--- config.mk ---
export PLATFORM = sky130hd
export DESIGN_NAME = goldbach_first_prime_pair_top
export DESIGN_NICKNAME = d
export VERILOG_FILES = /design/src/hdl/gfpp_pkg.sv /design/src/hdl/goldbach_first_prime_pair_top.sv /design/src/hdl/gfpp_front.sv /design/src/hdl/gfpp_back.sv
export SDC_FILE = /design/constraint.sdc
export NUM_CORES = 1
export LEC_CHECK = 0
export BUFFER_PORTS_ARGS = -buffer_cell sky130_fd_sc_hd__buf_2
export CAP_MARGIN = 20
export CORE_UTILIZATION = 25
export CTS_CLUSTER_SIZE = 30
export DETAILED_ROUTE_END_ITERATION = 6
export MAX_ROUTING_LAYER = met4
export PLACE_DENSITY = 0.39
export SYNTH_ARGS = -nofsm -noshare
export SYNTH_HDL_FRONTEND = slang
export SYNTH_SLANG_ARGS = --single-unit
export TNS_END_PERCENT = 20
--- constraint.sdc ---
create_clock -name clock -period 6.35 [get_ports clock]
set_input_delay 1.27 -clock clock [delete_from_list [all_inputs] [get_ports clock]]
set_output_delay 1.27 -clock clock [all_outputs]
set_load 0.03 [all_outputs]
--- src/hdl/gfpp_pkg.sv ---
`timescale 1ns / 1ps
// ----------------------------------------------------------------------------
// gfpp_pkg
// Shared widths, constants and the queued job type of the Goldbach first
// prime pair block.
// ----------------------------------------------------------------------------
package gfpp_pkg;

   // Width of the candidate number.
   localparam int NUM_WIDTH = 16;
   // Width of a prime below half of the number.
   localparam int PRIME_W   = NUM_WIDTH - 1;
   // Width of a trial divisor, which runs one step past the square root.
   localparam int DIV_W     = NUM_WIDTH / 2 + 1;
   // Width of the running square of the trial divisor.
   localparam int SQ_W      = NUM_WIDTH + 1;
   // Width of the bit counter of the remainder unit.
   localparam int CNT_W     = $clog2(NUM_WIDTH);

   // Depth of the queue between the front and the back (a power of two).
   localparam int QUEUE_DEPTH = 2;
   localparam int QPTR_W      = $clog2(QUEUE_DEPTH);
   localparam int QCNT_W      = $clog2(QUEUE_DEPTH + 1);

   // First prime that is tried.
   localparam int FIRST_PRIME = 2;
   // Smallest even number that can have a pair strictly below half.
   localparam logic [NUM_WIDTH-1:0] MIN_SEARCH_NUM = NUM_WIDTH'(8);

   // One classified request as it waits in the queue.
   typedef struct packed {
      logic [NUM_WIDTH-1:0] number;
      logic                 search;
   } job_type;

endpackage

--- src/hdl/goldbach_first_prime_pair_top.sv ---
`timescale 1ns / 1ps
// ----------------------------------------------------------------------------
// goldbach_first_prime_pair_top
// Finds, for each even request, the first prime p strictly below half of the
// number whose partner (number - p) is also prime.
// ----------------------------------------------------------------------------
// Each request gives exactly one response, in request order. Once the back end
// is free, odd numbers and numbers below 8 go from the queue through the idle
// and done states to the output register, with found cleared. The other even
// numbers run a search over p = 2, 3, ... below half; each primality test is
// trial division by d = 2, 3, ... while d*d does not exceed the value, and
// every trial division is one check step followed by a pass of the bit-serial
// remainder unit over all 16 bits of the value. The search time grows with the
// number of candidates p and of trial divisions, and the trial divisions in
// the remainder unit dominate it. Two requests can wait in the queue while a
// search runs, and a finished response waits in the output register without
// blocking the next search.
// ----------------------------------------------------------------------------
module goldbach_first_prime_pair_top import gfpp_pkg::*; (
   input  logic                 clock,
   input  logic                 reset,
   input  logic                 req_valid,
   output logic                 req_stall,
   input  logic [NUM_WIDTH-1:0] req_number,
   output logic                 rsp_valid,
   input  logic                 rsp_stall,
   output logic                 rsp_found,
   output logic [NUM_WIDTH-1:0] rsp_even_sum,
   output logic [PRIME_W-1:0]   rsp_small_prime,
   output logic [NUM_WIDTH-1:0] rsp_large_prime
);

   logic    job_valid;
   job_type job;
   logic    job_take;

   // Request intake and queue.
   gfpp_front u_front (
      .clock      (clock),
      .reset      (reset),
      .req_valid  (req_valid),
      .req_stall  (req_stall),
      .req_number (req_number),
      .job_valid  (job_valid),
      .job        (job),
      .job_take   (job_take)
   );

   // Search engine and response register.
   gfpp_back u_back (
      .clock           (clock),
      .reset           (reset),
      .job_valid       (job_valid),
      .job             (job),
      .job_take        (job_take),
      .rsp_valid       (rsp_valid),
      .rsp_stall       (rsp_stall),
      .rsp_found       (rsp_found),
      .rsp_even_sum    (rsp_even_sum),
      .rsp_small_prime (rsp_small_prime),
      .rsp_large_prime (rsp_large_prime)
   );

endmodule

--- src/hdl/gfpp_front.sv ---
`timescale 1ns / 1ps
// ----------------------------------------------------------------------------
// gfpp_front
// Accepts requests, marks which ones need a prime pair search and holds
// them in a short queue until the back end takes them.
// ----------------------------------------------------------------------------
module gfpp_front import gfpp_pkg::*; (
   input  logic                 clock,
   input  logic                 reset,
   input  logic                 req_valid,
   output logic                 req_stall,
   input  logic [NUM_WIDTH-1:0] req_number,
   output logic                 job_valid,
   output job_type              job,
   input  logic                 job_take
);

   job_type            queue_ff [QUEUE_DEPTH];
   logic [QPTR_W-1:0]  wr_ptr_ff, wr_ptr_in;
   logic [QPTR_W-1:0]  rd_ptr_ff, rd_ptr_in;
   logic [QCNT_W-1:0]  count_ff, count_in;
   job_type            new_job;
   logic               push;

   // Only even numbers large enough for a pair below half are searched.
   always_comb begin
      new_job.number = req_number;
      new_job.search = ~req_number[0] && (req_number >= MIN_SEARCH_NUM);
   end

   assign req_stall = (count_ff == QCNT_W'(QUEUE_DEPTH));
   assign push      = req_valid && !req_stall;
   assign job_valid = (count_ff != '0);
   assign job       = queue_ff[rd_ptr_ff];

   // Pointer and fill count updates.
   always_comb begin
      wr_ptr_in = wr_ptr_ff;
      rd_ptr_in = rd_ptr_ff;
      count_in  = count_ff;
      if (push) begin
         wr_ptr_in = wr_ptr_ff + QPTR_W'(1);
      end
      if (job_take) begin
         rd_ptr_in = rd_ptr_ff + QPTR_W'(1);
      end
      if (push && !job_take) begin
         count_in = count_ff + QCNT_W'(1);
      end else if (!push && job_take) begin
         count_in = count_ff - QCNT_W'(1);
      end
   end

   always_ff @(posedge clock) begin
      if (reset) begin
         wr_ptr_ff <= '0;
         rd_ptr_ff <= '0;
         count_ff  <= '0;
      end else begin
         wr_ptr_ff <= wr_ptr_in;
         rd_ptr_ff <= rd_ptr_in;
         count_ff  <= count_in;
      end
   end

   // Queue storage needs no reset.
   always_ff @(posedge clock) begin
      if (push) begin
         queue_ff[wr_ptr_ff] <= new_job;
      end
   end

endmodule

--- src/hdl/gfpp_back.sv ---
`timescale 1ns / 1ps
// ----------------------------------------------------------------------------
// gfpp_back
// Runs the prime pair search for one queued request at a time, with a
// bit-serial remainder unit shared by all trial divisions, and holds the
// response in an output register.
// ----------------------------------------------------------------------------
module gfpp_back import gfpp_pkg::*; (
   input  logic                 clock,
   input  logic                 reset,
   input  logic                 job_valid,
   input  job_type              job,
   output logic                 job_take,
   output logic                 rsp_valid,
   input  logic                 rsp_stall,
   output logic                 rsp_found,
   output logic [NUM_WIDTH-1:0] rsp_even_sum,
   output logic [PRIME_W-1:0]   rsp_small_prime,
   output logic [NUM_WIDTH-1:0] rsp_large_prime
);

   typedef enum logic [4:0] {
      ST_IDLE  = 5'b00001,
      ST_LOOP  = 5'b00010,
      ST_CHECK = 5'b00100,
      ST_DIV   = 5'b01000,
      ST_DONE  = 5'b10000
   } state_type;

   state_type            state_ff, state_in;
   logic [NUM_WIDTH-1:0] num_ff, num_in;
   logic [PRIME_W-1:0]   p_ff, p_in;
   logic [NUM_WIDTH-1:0] val_ff, val_in;
   logic                 second_ff, second_in;
   logic [DIV_W-1:0]     div_ff, div_in;
   logic [SQ_W-1:0]      sq_ff, sq_in;
   logic [DIV_W-1:0]     rem_ff, rem_in;
   logic [NUM_WIDTH-1:0] shift_ff, shift_in;
   logic [CNT_W-1:0]     cnt_ff, cnt_in;
   logic                 hit_ff, hit_in;

   logic                 rsp_valid_ff, rsp_valid_in;
   logic                 rsp_found_ff;
   logic [NUM_WIDTH-1:0] rsp_even_sum_ff;
   logic [PRIME_W-1:0]   rsp_small_ff;
   logic [NUM_WIDTH-1:0] rsp_large_ff;

   logic [PRIME_W-1:0]   half;
   logic [DIV_W:0]       rem_shift;
   logic [DIV_W-1:0]     rem_next;
   logic                 out_free;
   logic                 rsp_load;

   assign half     = num_ff[NUM_WIDTH-1:1];
   assign out_free = !rsp_valid_ff || !rsp_stall;
   assign rsp_load = (state_ff == ST_DONE) && out_free;
   assign job_take = (state_ff == ST_IDLE) && job_valid;

   // One restoring step of the remainder unit.
   always_comb begin
      rem_shift = {rem_ff, shift_ff[NUM_WIDTH-1]};
      if (rem_shift >= {1'b0, div_ff}) begin
         rem_next = DIV_W'(rem_shift - {1'b0, div_ff});
      end else begin
         rem_next = rem_shift[DIV_W-1:0];
      end
   end

   // Search sequencer.
   always_comb begin
      state_in  = state_ff;
      num_in    = num_ff;
      p_in      = p_ff;
      val_in    = val_ff;
      second_in = second_ff;
      div_in    = div_ff;
      sq_in     = sq_ff;
      rem_in    = rem_ff;
      shift_in  = shift_ff;
      cnt_in    = cnt_ff;
      hit_in    = hit_ff;
      case (state_ff)
         ST_IDLE: begin
            if (job_valid) begin
               num_in = job.number;
               p_in   = PRIME_W'(FIRST_PRIME);
               hit_in = 1'b0;
               state_in = job.search ? ST_LOOP : ST_DONE;
            end
         end
         ST_LOOP: begin
            // Try the next candidate while it stays strictly below half.
            if (p_ff < half) begin
               val_in    = NUM_WIDTH'(p_ff);
               second_in = 1'b0;
               div_in    = DIV_W'(FIRST_PRIME);
               sq_in     = SQ_W'(FIRST_PRIME * FIRST_PRIME);
               state_in  = ST_CHECK;
            end else begin
               state_in = ST_DONE;
            end
         end
         ST_CHECK: begin
            if (sq_ff > SQ_W'(val_ff)) begin
               // No divisor up to the square root: the value is prime.
               if (!second_ff) begin
                  val_in    = num_ff - NUM_WIDTH'(p_ff);
                  second_in = 1'b1;
                  div_in    = DIV_W'(FIRST_PRIME);
                  sq_in     = SQ_W'(FIRST_PRIME * FIRST_PRIME);
               end else begin
                  hit_in   = 1'b1;
                  state_in = ST_DONE;
               end
            end else begin
               rem_in   = '0;
               shift_in = val_ff;
               cnt_in   = '0;
               state_in = ST_DIV;
            end
         end
         ST_DIV: begin
            rem_in   = rem_next;
            shift_in = {shift_ff[NUM_WIDTH-2:0], 1'b0};
            cnt_in   = cnt_ff + CNT_W'(1);
            if (cnt_ff == CNT_W'(NUM_WIDTH - 1)) begin
               if (rem_next == '0) begin
                  // Divisible: move on to the next candidate.
                  p_in     = p_ff + PRIME_W'(1);
                  state_in = ST_LOOP;
               end else begin
                  // (d+1)^2 = d^2 + 2d + 1.
                  div_in   = div_ff + DIV_W'(1);
                  sq_in    = sq_ff + SQ_W'({div_ff, 1'b1});
                  state_in = ST_CHECK;
               end
            end
         end
         ST_DONE: begin
            if (out_free) begin
               state_in = ST_IDLE;
            end
         end
         default: begin
            state_in = ST_IDLE;
         end
      endcase
   end

   // Output register valid flag.
   always_comb begin
      rsp_valid_in = rsp_valid_ff;
      if (rsp_load) begin
         rsp_valid_in = 1'b1;
      end else if (rsp_valid_ff && !rsp_stall) begin
         rsp_valid_in = 1'b0;
      end
   end

   always_ff @(posedge clock) begin
      if (reset) begin
         state_ff     <= ST_IDLE;
         rsp_valid_ff <= 1'b0;
      end else begin
         state_ff     <= state_in;
         rsp_valid_ff <= rsp_valid_in;
      end
   end

   // Datapath and response payload registers.
   always_ff @(posedge clock) begin
      num_ff    <= num_in;
      p_ff      <= p_in;
      val_ff    <= val_in;
      second_ff <= second_in;
      div_ff    <= div_in;
      sq_ff     <= sq_in;
      rem_ff    <= rem_in;
      shift_ff  <= shift_in;
      cnt_ff    <= cnt_in;
      hit_ff    <= hit_in;
      if (rsp_load) begin
         rsp_found_ff    <= hit_ff;
         rsp_even_sum_ff <= num_ff;
         rsp_small_ff    <= hit_ff ? p_ff : '0;
         rsp_large_ff    <= hit_ff ? val_ff : '0;
      end
   end

   assign rsp_valid       = rsp_valid_ff;
   assign rsp_found       = rsp_found_ff;
   assign rsp_even_sum    = rsp_even_sum_ff;
   assign rsp_small_prime = rsp_small_ff;
   assign rsp_large_prime = rsp_large_ff;

endmodule

**After elaboration in Yosys (flattened, before gate mapping)**

Memory sizes are Yosys's and may differ from the RTL's. A register that Yosys moved wholly into a read port is not among the register bits.
Index checks and enable logic that the tools add are counted.

- Reduce and logical (&&, ||, !) cells: 30
- Bitwise logic cells: 1
- Order comparisons: 4
- Muxes and demuxes: 51
- $add $sub $neg: 10
- Equal/unequal tests: 18

Operators with widths:

| cell | number |
|---|---|
| $mux 17 | 5 |
| $mux 16 | 4 |
| $pmux 16 s2 | 2 |
| $mux 9 | 7 |
| $pmux 17 s3 | 1 |
| $mux 15 | 3 |
| $mux 5 | 7 |
| $pmux 15 s2 | 1 |
| $pmux 9 s3 | 1 |
| $pmux 5 s5 | 1 |
| $pmux 9 s2 | 1 |
| $add 17x10->17 | 1 |
| $gt 17x16->1 | 1 |
| $ge 16x4->1 const B | 1 |
| $reduce_and 4->1 | 4 |
| $sub 16x15->16 | 1 |
| $add 15x1->15 const B | 1 |
| $lt 15x15->1 | 1 |
| $ne 2x1->1 const B | 7 |
| $reduce_bool 2->1 | 7 |
| $mux 1 | 11 |
| $ge 10x9->1 | 1 |
| $add 9x1->9 const B | 1 |
| $logic_not 9->1 | 1 |
| other kinds (27) | 43 |

- Bits in registers: 162
- Memories kept: 1
- RAM bits: 34
- Output and inout port bits: 50
- Input bits: 20

Memory list:

| memory | depth | width | rd ports | clocked after memory_dff | write ports | line | text |
|---|---|---|---|---|---|---|---|
| u_front.queue_ff | 2 | 17 | 1 | 1 | 1 | gfpp_front.sv:18 | `job_type queue_ff [QUEUE_DEPTH];` |

**Logic depth before layout (Yosys ltp)**

Gate-level depths: netlist of the first run.

- Word-level depth: 7
- Depth in mapped cells: 11

**By module**

Synthesis of the first run repeated with hierarchy kept, for this count alone.

- Cell total of the unflattened synthesis: 872
- Area total of the unflattened synthesis: 10,141.0 sq um

By module, submodules not included:

| module | area an instance (sq um) | instances | cells an instance |
|---|---|---|---|
| gfpp_back | 8,667.1 | 1 | 789 |
| gfpp_front | 1,473.9 | 1 | 83 |

**Least setup slack after synthesis of the first run**

No wires, ideal clock.

- Path type: flip-flop to flip-flop
- Start point: register u_back.sq_ff[3]
- End point: register u_back.cnt_ff[0], enable pin
- Arrival: 3,930 ps
- Path slack: 1,961 ps
- Path buffers: 0
- Setup time: 460 ps
- Cell stages (with the launch flop): 8
- Clock period less this slack: 4,389 ps
- Path through: edfxtp_1 > ha_1 > a21oi_1 > nand2_1 > a211o_1 > a221oi_1 > a21o_1 > a21boi_0

- Word-level cells in the longest chain between the ends: 3

Ends and longest elaborated chain:

| element | line | text |
|---|---|---|
| start, declared | gfpp_back.sv:36 | `logic [SQ_W-1:0] sq_ff, sq_in;` |
| start signal, assigned | gfpp_back.sv:177 | `sq_ff <= sq_in;` |
| $gt 17x16->1 | gfpp_back.sv:104 | `if (sq_ff > SQ_W'(val_ff)) begin` |
| $ne 2x2->1 (no source line) | -- |  |
| $reduce_and 2->1 (no source line) | -- |  |
| end signal, assigned | gfpp_back.sv:180 | `cnt_ff <= cnt_in;` |
| end, declared | gfpp_back.sv:39 | `logic [CNT_W-1:0] cnt_ff, cnt_in;` |

No other way between the ends.
A chain may end at the register's enable or synchronous reset.

**Worst setup path after layout of the first run**

- Start point: register u_back.sq_ff[3]
- End point: register u_back.shift_ff[8], enable pin

- Word-level cells in the longest chain between the ends: 3

Ends and longest elaborated chain:

| element | line | text |
|---|---|---|
| $gt 17x16->1 | gfpp_back.sv:104 |  |
| $ne 2x2->1 (no source line) | -- |  |
| $reduce_and 2->1 (no source line) | -- |  |
| end signal, assigned | gfpp_back.sv:179 | `shift_ff <= shift_in;` |
| end, declared | gfpp_back.sv:38 | `logic [NUM_WIDTH-1:0] shift_ff, shift_in;` |

No other way between the ends.

==> results of run 1 <==
## routing by layer
metal  vias up  track usage (%)
met2        80             18.2
met4         0             3.06
met1      3125             17.6
met3        12             2.29
li1       3300                -
met5         -                -
## worst max-delay path, cell delays in order, from the launching register on
cell and delay, ps:
edfxtp_1 400, ha_1 340, a21oi_1 150, nand2_1 70, a211o_1 290, a221oi_1 670
a21o_1 250, a21boi_2 770, buf_4 390
## registers in the layout, summed over array words and instances, names as in the netlist, 2 cells and up, named ones only
signal / cells
u_front.queue_ff: 34
u_back.sq_ff: 17
u_back.num_ff: 16
u_back.rsp_even_sum: 16
u_back.rsp_large_prime: 16
u_back.shift_ff: 16
u_back.val_ff: 16
u_back.p_ff: 15
u_back.rsp_small_prime: 15
u_back.div_ff: 9
u_back.rem_ff: 9
u_back.state_ff: 5
u_back.cnt_ff: 4
u_front.count_ff: 2
## area by class of cell
| class | count | area [um^2] | area share (%) |
|---|---|---|---|
| inverters | 74 | 278 | 2.36 |
| repair buffers | 77 | 405 | 3.45 |
| multi-input cells | 577 | 4030 | 34.3 |
| flip-flops and latches | 197 | 5810 | 49.4 |
| clock buffers | 19 | 433 | 3.68 |
| clock inverters | 13 | 150 | 1.28 |
| well taps | 525 | 657 | 5.59 |
## cells by family after synthesis
| kind of cell | count (synthesis) | synth area share, % |
|---|---|---|
| DFF | 197 | 57.1 |
| adders and majority gates | 70 | 8.84 |
| muxes | 22 | 2.39 |
| buffers and inverters | 93 | 3.43 |
| and+or+nand+nor | 281 | 13.9 |
| xor gates and xnor gates | 51 | 4.39 |
| AOI/OAI and AO/OA | 153 | 9.93 |
## power groups by stage
stage | logic [mW] | clock network [mW] | registers [mW]
after floorplan | 1.05 | 0 | 1.88
after global placement | 1.45 | 0 | 1.96
after detailed placement | 1.43 | 0 | 1.96
after CTS | 1.44 | 1.14 | 1.94
after global routing | 1.62 | 1.18 | 1.96
final | 1.42 | 1.11 | 1.93
## worst max-delay path by stage
stage	startpoint	to	cells past startpoint
finish	u_back.sq_ff[3]	u_back.shift_ff[8]	8
global route	u_back.div_ff[0]	u_back.p_ff[12]	11
CTS	u_back.sq_ff[3]	u_back.shift_ff[7]	8
detailed placement	u_back.sq_ff[3]	u_back.shift_ff[8]	8
global placement	u_back.sq_ff[3]	u_back.shift_ff[7]	8
floorplan	u_back.sq_ff[3]	u_back.cnt_ff[0]	7
## layout by cell type, fill, tap and decap left out, types with 7 or more instances in the layout
master     synthesis  routed
edfxtp_1         186     186
inv_1             73      73
nor2_1            72      72
buf_2              0      69
ha_1              67      67
nand2_1           59      59
o21ai_0           52      52
and2_1            39      39
xnor2_1           32      32
a21oi_1           27      26
nand3_1           20      20
nor3_1            19      19
xor2_1            19      19
mux2_2            18      18
clkbuf_16          0      17
a21o_1            14      14
nand2b_1          13      13
a211oi_1          11      11
dfxtp_1           11      11
nor4_1             9       9
nand4_1            9       9
buf_4              0       8
nand3b_1           7       7
or3_1              7       7
## per-stage QoR
stage / utilization, % / instances
floorplan: - / 867
global placement: 28.0 / 1450
detailed placement: 28.0 / 1450
CTS: 29.5 / 1482
global route: 29.5 / 1482
finish: 29.5 / 1482
==> summary.txt, run 1 <==
Routing
  • Via count: ~6,500
  • Metal2 WL: ~11,000 um
  • Via/cell ratio: roughly 4.4
  • Drt pass-1 iters: 4
  • DRC viols: 0
  • Number of DRC markers in iteration 0: ~240
  • Met3 WL: approximately 700 um
  • WL/cell: 16.4 um
  • WL final: 24,300 um
  • Metal-1 WL: between 10,000 and 15,000 um
  • Antenna-violating nets left: 0
  • Top sig layer: met4

Setup path
  • CP max FO: 15
  • CP Class: reg2reg
  • Reg2Reg Depth: 8
  • Critical R2R Capture: u_back.shift_ff[8]
  • Crit. End Element: flop
  • WP data required: approximately 6500 ps
  • Type of origin of the critical path: flop
  • R2R Setup Slk: 2700 ps
  • Critical path arrival: about 3800 ps
  • Worst R2R Start: u_back.sq_ff[3]

Floorplanning
  • Io pins: 70
  • Die width: around 200 um
  • Chip height: 204 um
  • Core area: between 30,000 and 40,000 um^2
  • Row count: 73
  • Initial Utilization: between 20% and 30%
  • DIE AREA: slightly above 40,000 um^2

Final layout
  • Non-Filler Cell Area, Final: about 12,000 um^2
  • Final net count: between 1,000 and 1,500
  • Share of cells above drive strength 1: between 10% and 20%
  • Fill cell count: approximately 4,100
  • P&R area growth vs syn: 15.7%
  • Antenna cells: 0

Clock network
  • Number of clock sinks: about 200
  • CTS clk-pin slew, worst paths: ~70 ps
  • Clk_lat worst skew: ~440 ps
  • Buffers inserted by post-CTS timing repair: 0
  • Hold_buf cts: 0
  • Cts repair resizes: 0
  • H-Tree Depth: 4
  • CTS tree: yes
  • CTS Buffer Depth: 2
  • Clk root buf: clkbuf_16
  • TritonCTS Buffers: 17

Synthesis
  • Synthesized area per cell: around 12 um^2
  • Top-count cell post-synth: edfxtp_1
  • Synth top cells by count: edfxtp_1 (186), inv_1 (73), nor2_1 (72)
  • Post-synth EDFFs: ~190
  • Main synth FF type: edfxtp_1
  • Yosys Warn Count: 0
  • Sequential element share of the synthesized area: between 50% and 60%
  • Async S/R FF share, synth: 0%
  • Cell taking the most area after synthesis: edfxtp_1
  • Number of distinct library cells after synthesis: 59
  • Mapped Cells: around 870
  • Synthesized area: around 10,000 um^2
  • Top cells by area, synth: edfxtp_1 (55%), ha_1 (8.2%), xnor2_1 (2.8%), inv_1 (2.7%), nor2_1 (2.7%)
  • Mapped Nets: 957
  • #FFs+latches synth: around 200
  • Share of the synthesized area in the top cell type: 54.9%

GRT
  • First-pass GRT wire length: approximately 38,000 um
  • Vias in the first global route: around 6,500
  • Total Routing Usage GR: 12.4%
  • Largest net degree at the start of global routing: 55
  • Overflow after GRT: 0
  • Initial antenna violation count: 0

STA
  • RSZ-0062 raised after global routing: false
  • Fin crit period: between 3000 and 4000 ps
  • Final Max Slew Viols: 0
  • Final setup violating endpoints: 0
  • Final Hold Viols: 0
  • Fmax: 274 MHz
  • Tcrit/Tclk final: ~58%
  • PnR worst setup slack: 2700 ps
  • Slew headroom: 27.0%
  • Total Neg Setup Slack: 0 ps
  • Final clock skew: ~13 ps
  • Hold Slack: roughly 450 ps
  • Slew of the pin with the lowest slew margin: about 1100 ps

Placed design
  • Pre-CTS setup slack: about 2700 ps
  • Hpwl dp: about 18,000 um
  • RD Place Congestion: slightly below 0.8
  • Placed Area: around 11,000 um^2
  • IO buf count: just under 70

Outcome
  • Status: finished clean

Hold path
  • Hold Path Depth: 0
  • Hold EP: u_back.rsp_even_sum[0]
  • Worst Hold Launch: u_back.num_ff[0]
  • Worst min path class: reg2reg

Power and ir drop
  • VDD IR max: 196 uV
  • Cell Pwr Density: about 380 nW/um^2
  • Comb power frac: roughly a third
  • Int Pwr: 2.89 mW
  • Sw frac: about a third
  • Register share of total power: between 40 and 50%
  • Leak: 4.44 nW
  • Overall Power: between 4 and 5 mW
  • Switch Pwr: roughly 1.6 mW
  • Clock power frac: 24.9%

Run
  • # Max-Cap Violations: 0
(Power assumes the default switching activity.)
==> inputs of run 2 (changes only) <==
--- a/config.mk
+++ b/config.mk
@@ -5,6 +5,7 @@
 export SDC_FILE = /design/constraint.sdc
 export NUM_CORES = 1
 export LEC_CHECK = 0
+export ABC_AREA = 1
 export BUFFER_PORTS_ARGS = -buffer_cell sky130_fd_sc_hd__buf_2
 export CAP_MARGIN = 20
 export CORE_UTILIZATION = 25
==> constraint.sdc (replaced) <==
create_clock -name clock -period 3.5 [get_ports clock]
set_input_delay 0.7 -clock clock [delete_from_list [all_inputs] [get_ports clock]]
set_output_delay 0.7 -clock clock [all_outputs]
set_load 0.03 [all_outputs]
==> summary.txt, run 2 <==
Routing
  • WL/cell: between 15 and 20 um
  • Number of DRC markers in iteration 0: approximately 360
  • WL final: around 25,000 um
  • Via/cell ratio: between 4 and 5
  • Drt pass-1 iters: 5
  • Antenna-violating nets left: 0
  • DRC viols: 0
  • Via count: between 7,000 and 8,000

Setup path
  • WP data required: between 3000 and 4000 ps
  • Type of origin of the critical path: flop
  • CP top delay family: simple AND/OR/NAND/NOR gates
  • Critical path arrival: 3000 ps
  • Slowest stage delay, CP: ~440 ps
  • Crit-path cells: ha_1, inv_1, fa_1, nand2_1, nand3_2, nand2_4, nand2_4, o21ai_1, nand2_2, nor2_2, nand3_2, a21oi_1, buf_4
  • Crit. End Element: flop
  • Buf/Inv on CP: 2
  • CP max FO: 15
  • CP max-delay cell: edfxtp_1
  • CP Class: reg2reg

Synthesis
  • Async S/R FF share, synth: 0%
  • Sequential element share of the synthesized area: about 56%
  • Post-synth EDFFs: 186
  • Synth top cells by count: nand2_1 (198), edfxtp_1 (186), inv_1 (158)
  • Cell taking the most area after synthesis: edfxtp_1
  • Synthesized area per cell: 9.94 um^2
  • Top cells by area, synth: edfxtp_1 (54%), ha_1 (8.1%), nand2_1 (7.2%), inv_1 (5.7%), a21oi_1 (3.5%)
  • #FFs+latches synth: 197
  • Share of the synthesized area in the top cell type: 53.9%
  • Mapped Nets: 1,132
  • Yosys Warn Count: 0
  • Number of distinct library cells after synthesis: 49
  • Main synth FF type: edfxtp_1
  • Top-count cell post-synth: nand2_1
  • Mapped Cells: about 1,000
  • Synthesized area: approximately 10,000 um^2

GRT
  • Initial antenna violation count: 0
  • Total Routing Usage GR: between 10% and 20%
  • M2 GR Usage: between 10% and 20%
  • Overflow after GRT: 0
  • First-pass GRT wire length: ~39,000 um
  • Largest net degree at the start of global routing: 54
  • Vias in the first global route: between 6,000 and 7,000
  • Met3 GRT Util: approximately 2.9%
  • GRT Max-Usage Layer: met2
  • Met1 usage: between 10% and 20%

Floorplanning
  • Initial Utilization: between 20 and 30%
  • Die width: 206 um
  • Core area: just over 40,000 um^2
  • Chip height: around 210 um
  • Io pins: 70
  • DIE AREA: ~42,000 um^2
  • Row count: 74

Clock network
  • CTS clk-pin slew, worst paths: approximately 80 ps
  • H-Tree Depth: 4
  • TritonCTS Buffers: 17
  • Number of clock sinks: slightly below 200
  • Clk root buf: clkbuf_16
  • Cts repair resizes: 0
  • CTS tree: yes
  • Clk_lat worst skew: approximately 450 ps
  • Buffers inserted by post-CTS timing repair: 0
  • CTS Buffer Depth: 2
  • Hold_buf cts: 0

STA
  • Fmax: roughly 350 MHz
  • Fin crit period: 2860 ps
  • Hold Slack: between 400 and 500 ps
  • Slew of the pin with the lowest slew margin: approximately 840 ps
  • Final Max Slew Viols: 0
  • Final clock skew: approximately 15 ps
  • Slew headroom: around 44%
  • Tcrit/Tclk final: 81.8%
  • PnR worst setup slack: 638 ps
  • Total Neg Setup Slack: 0 ps
  • Final Hold Viols: 0
  • RSZ-0062 raised after global routing: false
  • Final setup violating endpoints: 0

Placed design
  • Pre-CTS setup slack: around 620 ps
  • IO buf count: 69
  • Placed Area: between 10,000 and 15,000 um^2
  • RD Place Congestion: between 0.8 and 0.9
  • Hpwl dp: 18,800 um

Final layout
  • Max reg flops: 34
  • Multi-input gate area: between 3000 and 4000 um^2
  • Antenna cells: 0
  • Biggest regs: u_front.queue_ff: 34 flops, u_back.sq_ff: 17 flops
  • Most frequent cells in the layout: nand2_1 (198), edfxtp_1 (186), inv_1 (158), nor2_1 (83), a21oi_1 (71)
  • P&R area growth vs syn: 15.8%
  • Storage cell area: roughly 5800 um^2
  • Non-Filler Cell Area, Final: 12,000 um^2
  • Utilization after layout: 29.4%
  • Most flops, register: u_front.queue_ff
  • Final net count: 1,214
  • Commonest non-fill, non-tap cell in the layout: nand2_1
  • Fill cell count: roughly 4,300
  • Share of cells above drive strength 1: roughly 14%

Outcome
  • Status: finished clean

Power and ir drop
  • VDD IR max: ~340 uV
  • Cell Pwr Density: a little under 700 nW/um^2
  • Leak: around 5.1 nW

Hold path
  • Worst min path class: in2reg

Run
  • # Max-Cap Violations: 0
[run 2: metal layers]
| layer | wire [um] | up-vias |
|---|---|---|
| met5 | 0 | - |
| met4 | 225 | 0 |
| met3 | 774 | 10 |
| met2 | 10800 | 83 |
| met1 | 13500 | 3373 |
| li1 | - | 3704 |
[run 2: through the flow]
step | instances | power, mW
5_1_grt | 1669 | 8.96
4_1_cts | 1669 | 8.47
3_5_place_dp | 1637 | 6.47
6_report | 1669 | 8.36
3_3_place_gp | 1637 | 6.49
2_1_floorplan | 1042 | 5.51
[run 2: worst reg2reg max path: cells and delay by family (launching register included)]
kind,cells,cell delay (ps)
and+or+nand+nor,7,780
adders and majority gates,2,600
DFF,1,440
AOI/OAI and AO/OA,2,390
buffers and inverters,2,330
[run 2: final timing paths]
check                                               to             start  slack [ps]  depth (start not counted)
worst max-delay path                   u_back.p_ff[13]  u_back.div_ff[0]         640                         13
worst max register to register         u_back.p_ff[13]  u_back.div_ff[0]         640                         13
worst min register to register  u_back.rsp_even_sum[0]  u_back.num_ff[0]         480                          0
worst min-delay path            u_front.queue_ff[1][2]     req_number[1]         440                          1
[run 2: power breakdown]
part           switching (mW)  internal, mW
clock network           0.947          1.01
logic                    1.84          1.03
registers               0.401          3.13
[run 2: area by class of cell]
cell class	count	area share, %
Clock buffer	18	3.58
Clock inverter	14	1.17
Inverter	162	5.07
Multi-Input combinational cell	663	32.4
Sequential cell	197	48.4
Tap cell	532	5.55
Timing Repair Buffer	83	3.86
[run 2: kinds of logic (layout without fill, tap and decap cells)]
group	after synthesis	after routing	synth area share, %
AOI/OAI and AO/OA	166	166	8.72
xor gates and xnor gates	13	13	1.10
adders and majority gates	70	70	8.67
buffers and inverters	182	277	6.73
DFF	197	197	56.0
muxes	17	17	1.85
and+or+nand+nor	397	397	16.9
==> inputs of run 3 (changes only) <==
==> constraint.sdc (replaced) <==
create_clock -name clock -period 2.65 [get_ports clock]
set_input_delay 0.53 -clock clock [delete_from_list [all_inputs] [get_ports clock]]
set_output_delay 0.53 -clock clock [all_outputs]
set_load 0.03 [all_outputs]
==> summary.txt, run 3 (same netlist as run 2, synthesis figures left out) <==
Clock network
  • Hold_buf cts: 0
  • TritonCTS Buffers: 17
  • Clk root buf: clkbuf_16
  • CTS clk-pin slew, worst paths: 70 ps
  • CTS tree: yes
  • H-Tree Depth: 4
  • CTS Buffer Depth: 2
  • Clk_lat worst skew: approximately 450 ps
  • Number of clock sinks: roughly 200

Setup path
  • Crit. End Element: flop
  • Buf/Inv on CP: 5
  • CP max FO: 6
  • Crit. Startpoint: u_back.shift_ff[15]
  • Slowest stage delay, CP: ~380 ps
  • Critical path arrival: 2850 ps
  • CP max-delay cell: edfxtp_1
  • CP Class: reg2reg
  • WP data required: roughly 2800 ps
  • Crit-path cells: inv_2, ha_4, inv_2, fa_2, nand2_2, nand3_4, nand2_8, nand2_8, buf_6, nand2_2, nand2_2, nand3_2, nor2_2, nand3_2, nand3b_1, inv_4, clkbuf_16
  • Crit path top cell by count: nand2_2
  • CP top delay family: simple AND/OR/NAND/NOR gates
  • Worst R2R Start: u_back.shift_ff[15]
  • Type of origin of the critical path: flop

Routing
  • WL final: about 26,000 um
  • Via count: 7,422
  • DRC viols: 0
  • WL/cell: about 15 um
  • Number of DRC markers in iteration 0: around 320
  • Via/cell ratio: 4.28
  • Antenna-violating nets left: 0
  • Drt pass-1 iters: 4

Placed design
  • Placed Area: ~12,000 um^2
  • Hpwl dp: between 15,000 and 20,000 um
  • Pre-CTS setup slack: -92.1 ps
  • RD Place Congestion: between 0.8 and 0.9
  • IO buf count: 69

STA
  • PnR worst setup slack: -31.9 ps
  • Fmax: ~370 MHz
  • Total Neg Setup Slack: -356 ps
  • Final Hold Viols: 0
  • Fin crit period: approximately 2700 ps
  • Final Max Slew Viols: 0
  • Slew headroom: approximately 55%
  • Final clock skew: around 17 ps
  • RSZ-0062 raised after global routing: true
  • Slew of the pin with the lowest slew margin: 678 ps
  • Tcrit/Tclk final: 101%
  • Final setup violating endpoints: 19

Final layout
  • Final net count: 1,282
  • Most flops, register: u_front.queue_ff
  • P&R area growth vs syn: 23.5%
  • Biggest regs: u_front.queue_ff: 34 flops, u_back.sq_ff: 17 flops
  • Utilization after layout: between 30 and 40%
  • Max reg flops: 34
  • Non-Filler Cell Area, Final: roughly 13,000 um^2
  • Antenna cells: 0
  • Commonest non-fill, non-tap cell in the layout: nand2_1
  • Share of cells above drive strength 1: 21.2%
  • Most frequent cells in the layout: nand2_1 (192), edfxtp_1 (186), inv_1 (153), nor2_1 (81)

Power and ir drop
  • Cell Pwr Density: ~900 nW/um^2
  • VDD IR max: about 500 uV
  • Leak: ~5.4 nW
  • Overall Power: between 10 and 15 mW

Hold path
  • Worst Hold Launch: req_number[2]
  • Worst min path class: in2reg

Floorplanning
  • Chip height: 206 um
  • Die width: between 200 and 250 um
  • DIE AREA: roughly 42,000 um^2
  • Core area: between 40,000 and 50,000 um^2
  • Row count: 74
  • Io pins: 70
  • Initial Utilization: around a quarter

Run
  • # Max-Cap Violations: 0

GRT
  • First-pass GRT wire length: 41,600 um
  • Largest net degree at the start of global routing: 49
  • Vias in the first global route: 7,331
  • Total Routing Usage GR: between 10% and 20%
  • Initial antenna violation count: 0
  • Overflow after GRT: 0

Outcome
  • Failing checks: setup timing
  • Status: finished with violations
==> run 3: changes by cell type in the layout (fill, tap and decap cells not counted), sizes merged <==
cell,delta
buf,+65
clkbuf,+3
clkinvlp,+1
inv,-4
nand2,+1
==> run 3: stage by stage <==
| step | hold slack [ps] | instances |
|---|---|---|
| after floorplan | 426 | 1042 |
| after global placement | 434 | 1694 |
| after detailed placement | 448 | 1694 |
| after CTS | 248 | 1730 |
| after global routing | 247 | 1735 |
| final | 277 | 1735 |
==> run 3: worst paths after layout <==
kind	slack, ps	end	depth (start not counted)
worst max-delay path	-30	u_back.div_ff[2]	17
worst min-delay path	280	u_front.queue_ff[1][3]	1
worst max register to register	-30	u_back.div_ff[2]	17
worst min register to register	470	u_back.rsp_even_sum[0]	0
==> run 3: final cells by class <==
class	count	area, um^2
Inverter	162	611
Fill cell	4271	28000
Sequential cell	197	5810
Multi-Input combinational cell	664	4080
Clock buffer	19	433
Timing Repair Buffer	150	1090
Clock inverter	11	104
Tap cell	532	666
==> run 3: power breakdown <==
part	internal, mW	switching [mW]
clock network	1.29	1.21
logic	1.74	2.67
registers	4.14	0.398
total	7.17	4.28
==> run 3: routing by layer <==
layer	track usage (%)	part of all wire, %	vias up	routed length, um
met3	2.85	3.1	15	810
met1	18.6	52	3470	13600
met4	3.23	1.2	0	318
li1	-	-	3847	-
met5	-	0	-	0
met2	19.9	44	90	11600
==> run 3: what timing repair did <==
action,CTS,global route
setup endpoints to repair,41,62
cloned,2,3
pin swaps,2,9
gates resized for setup,17,25
buffers inserted,4,2
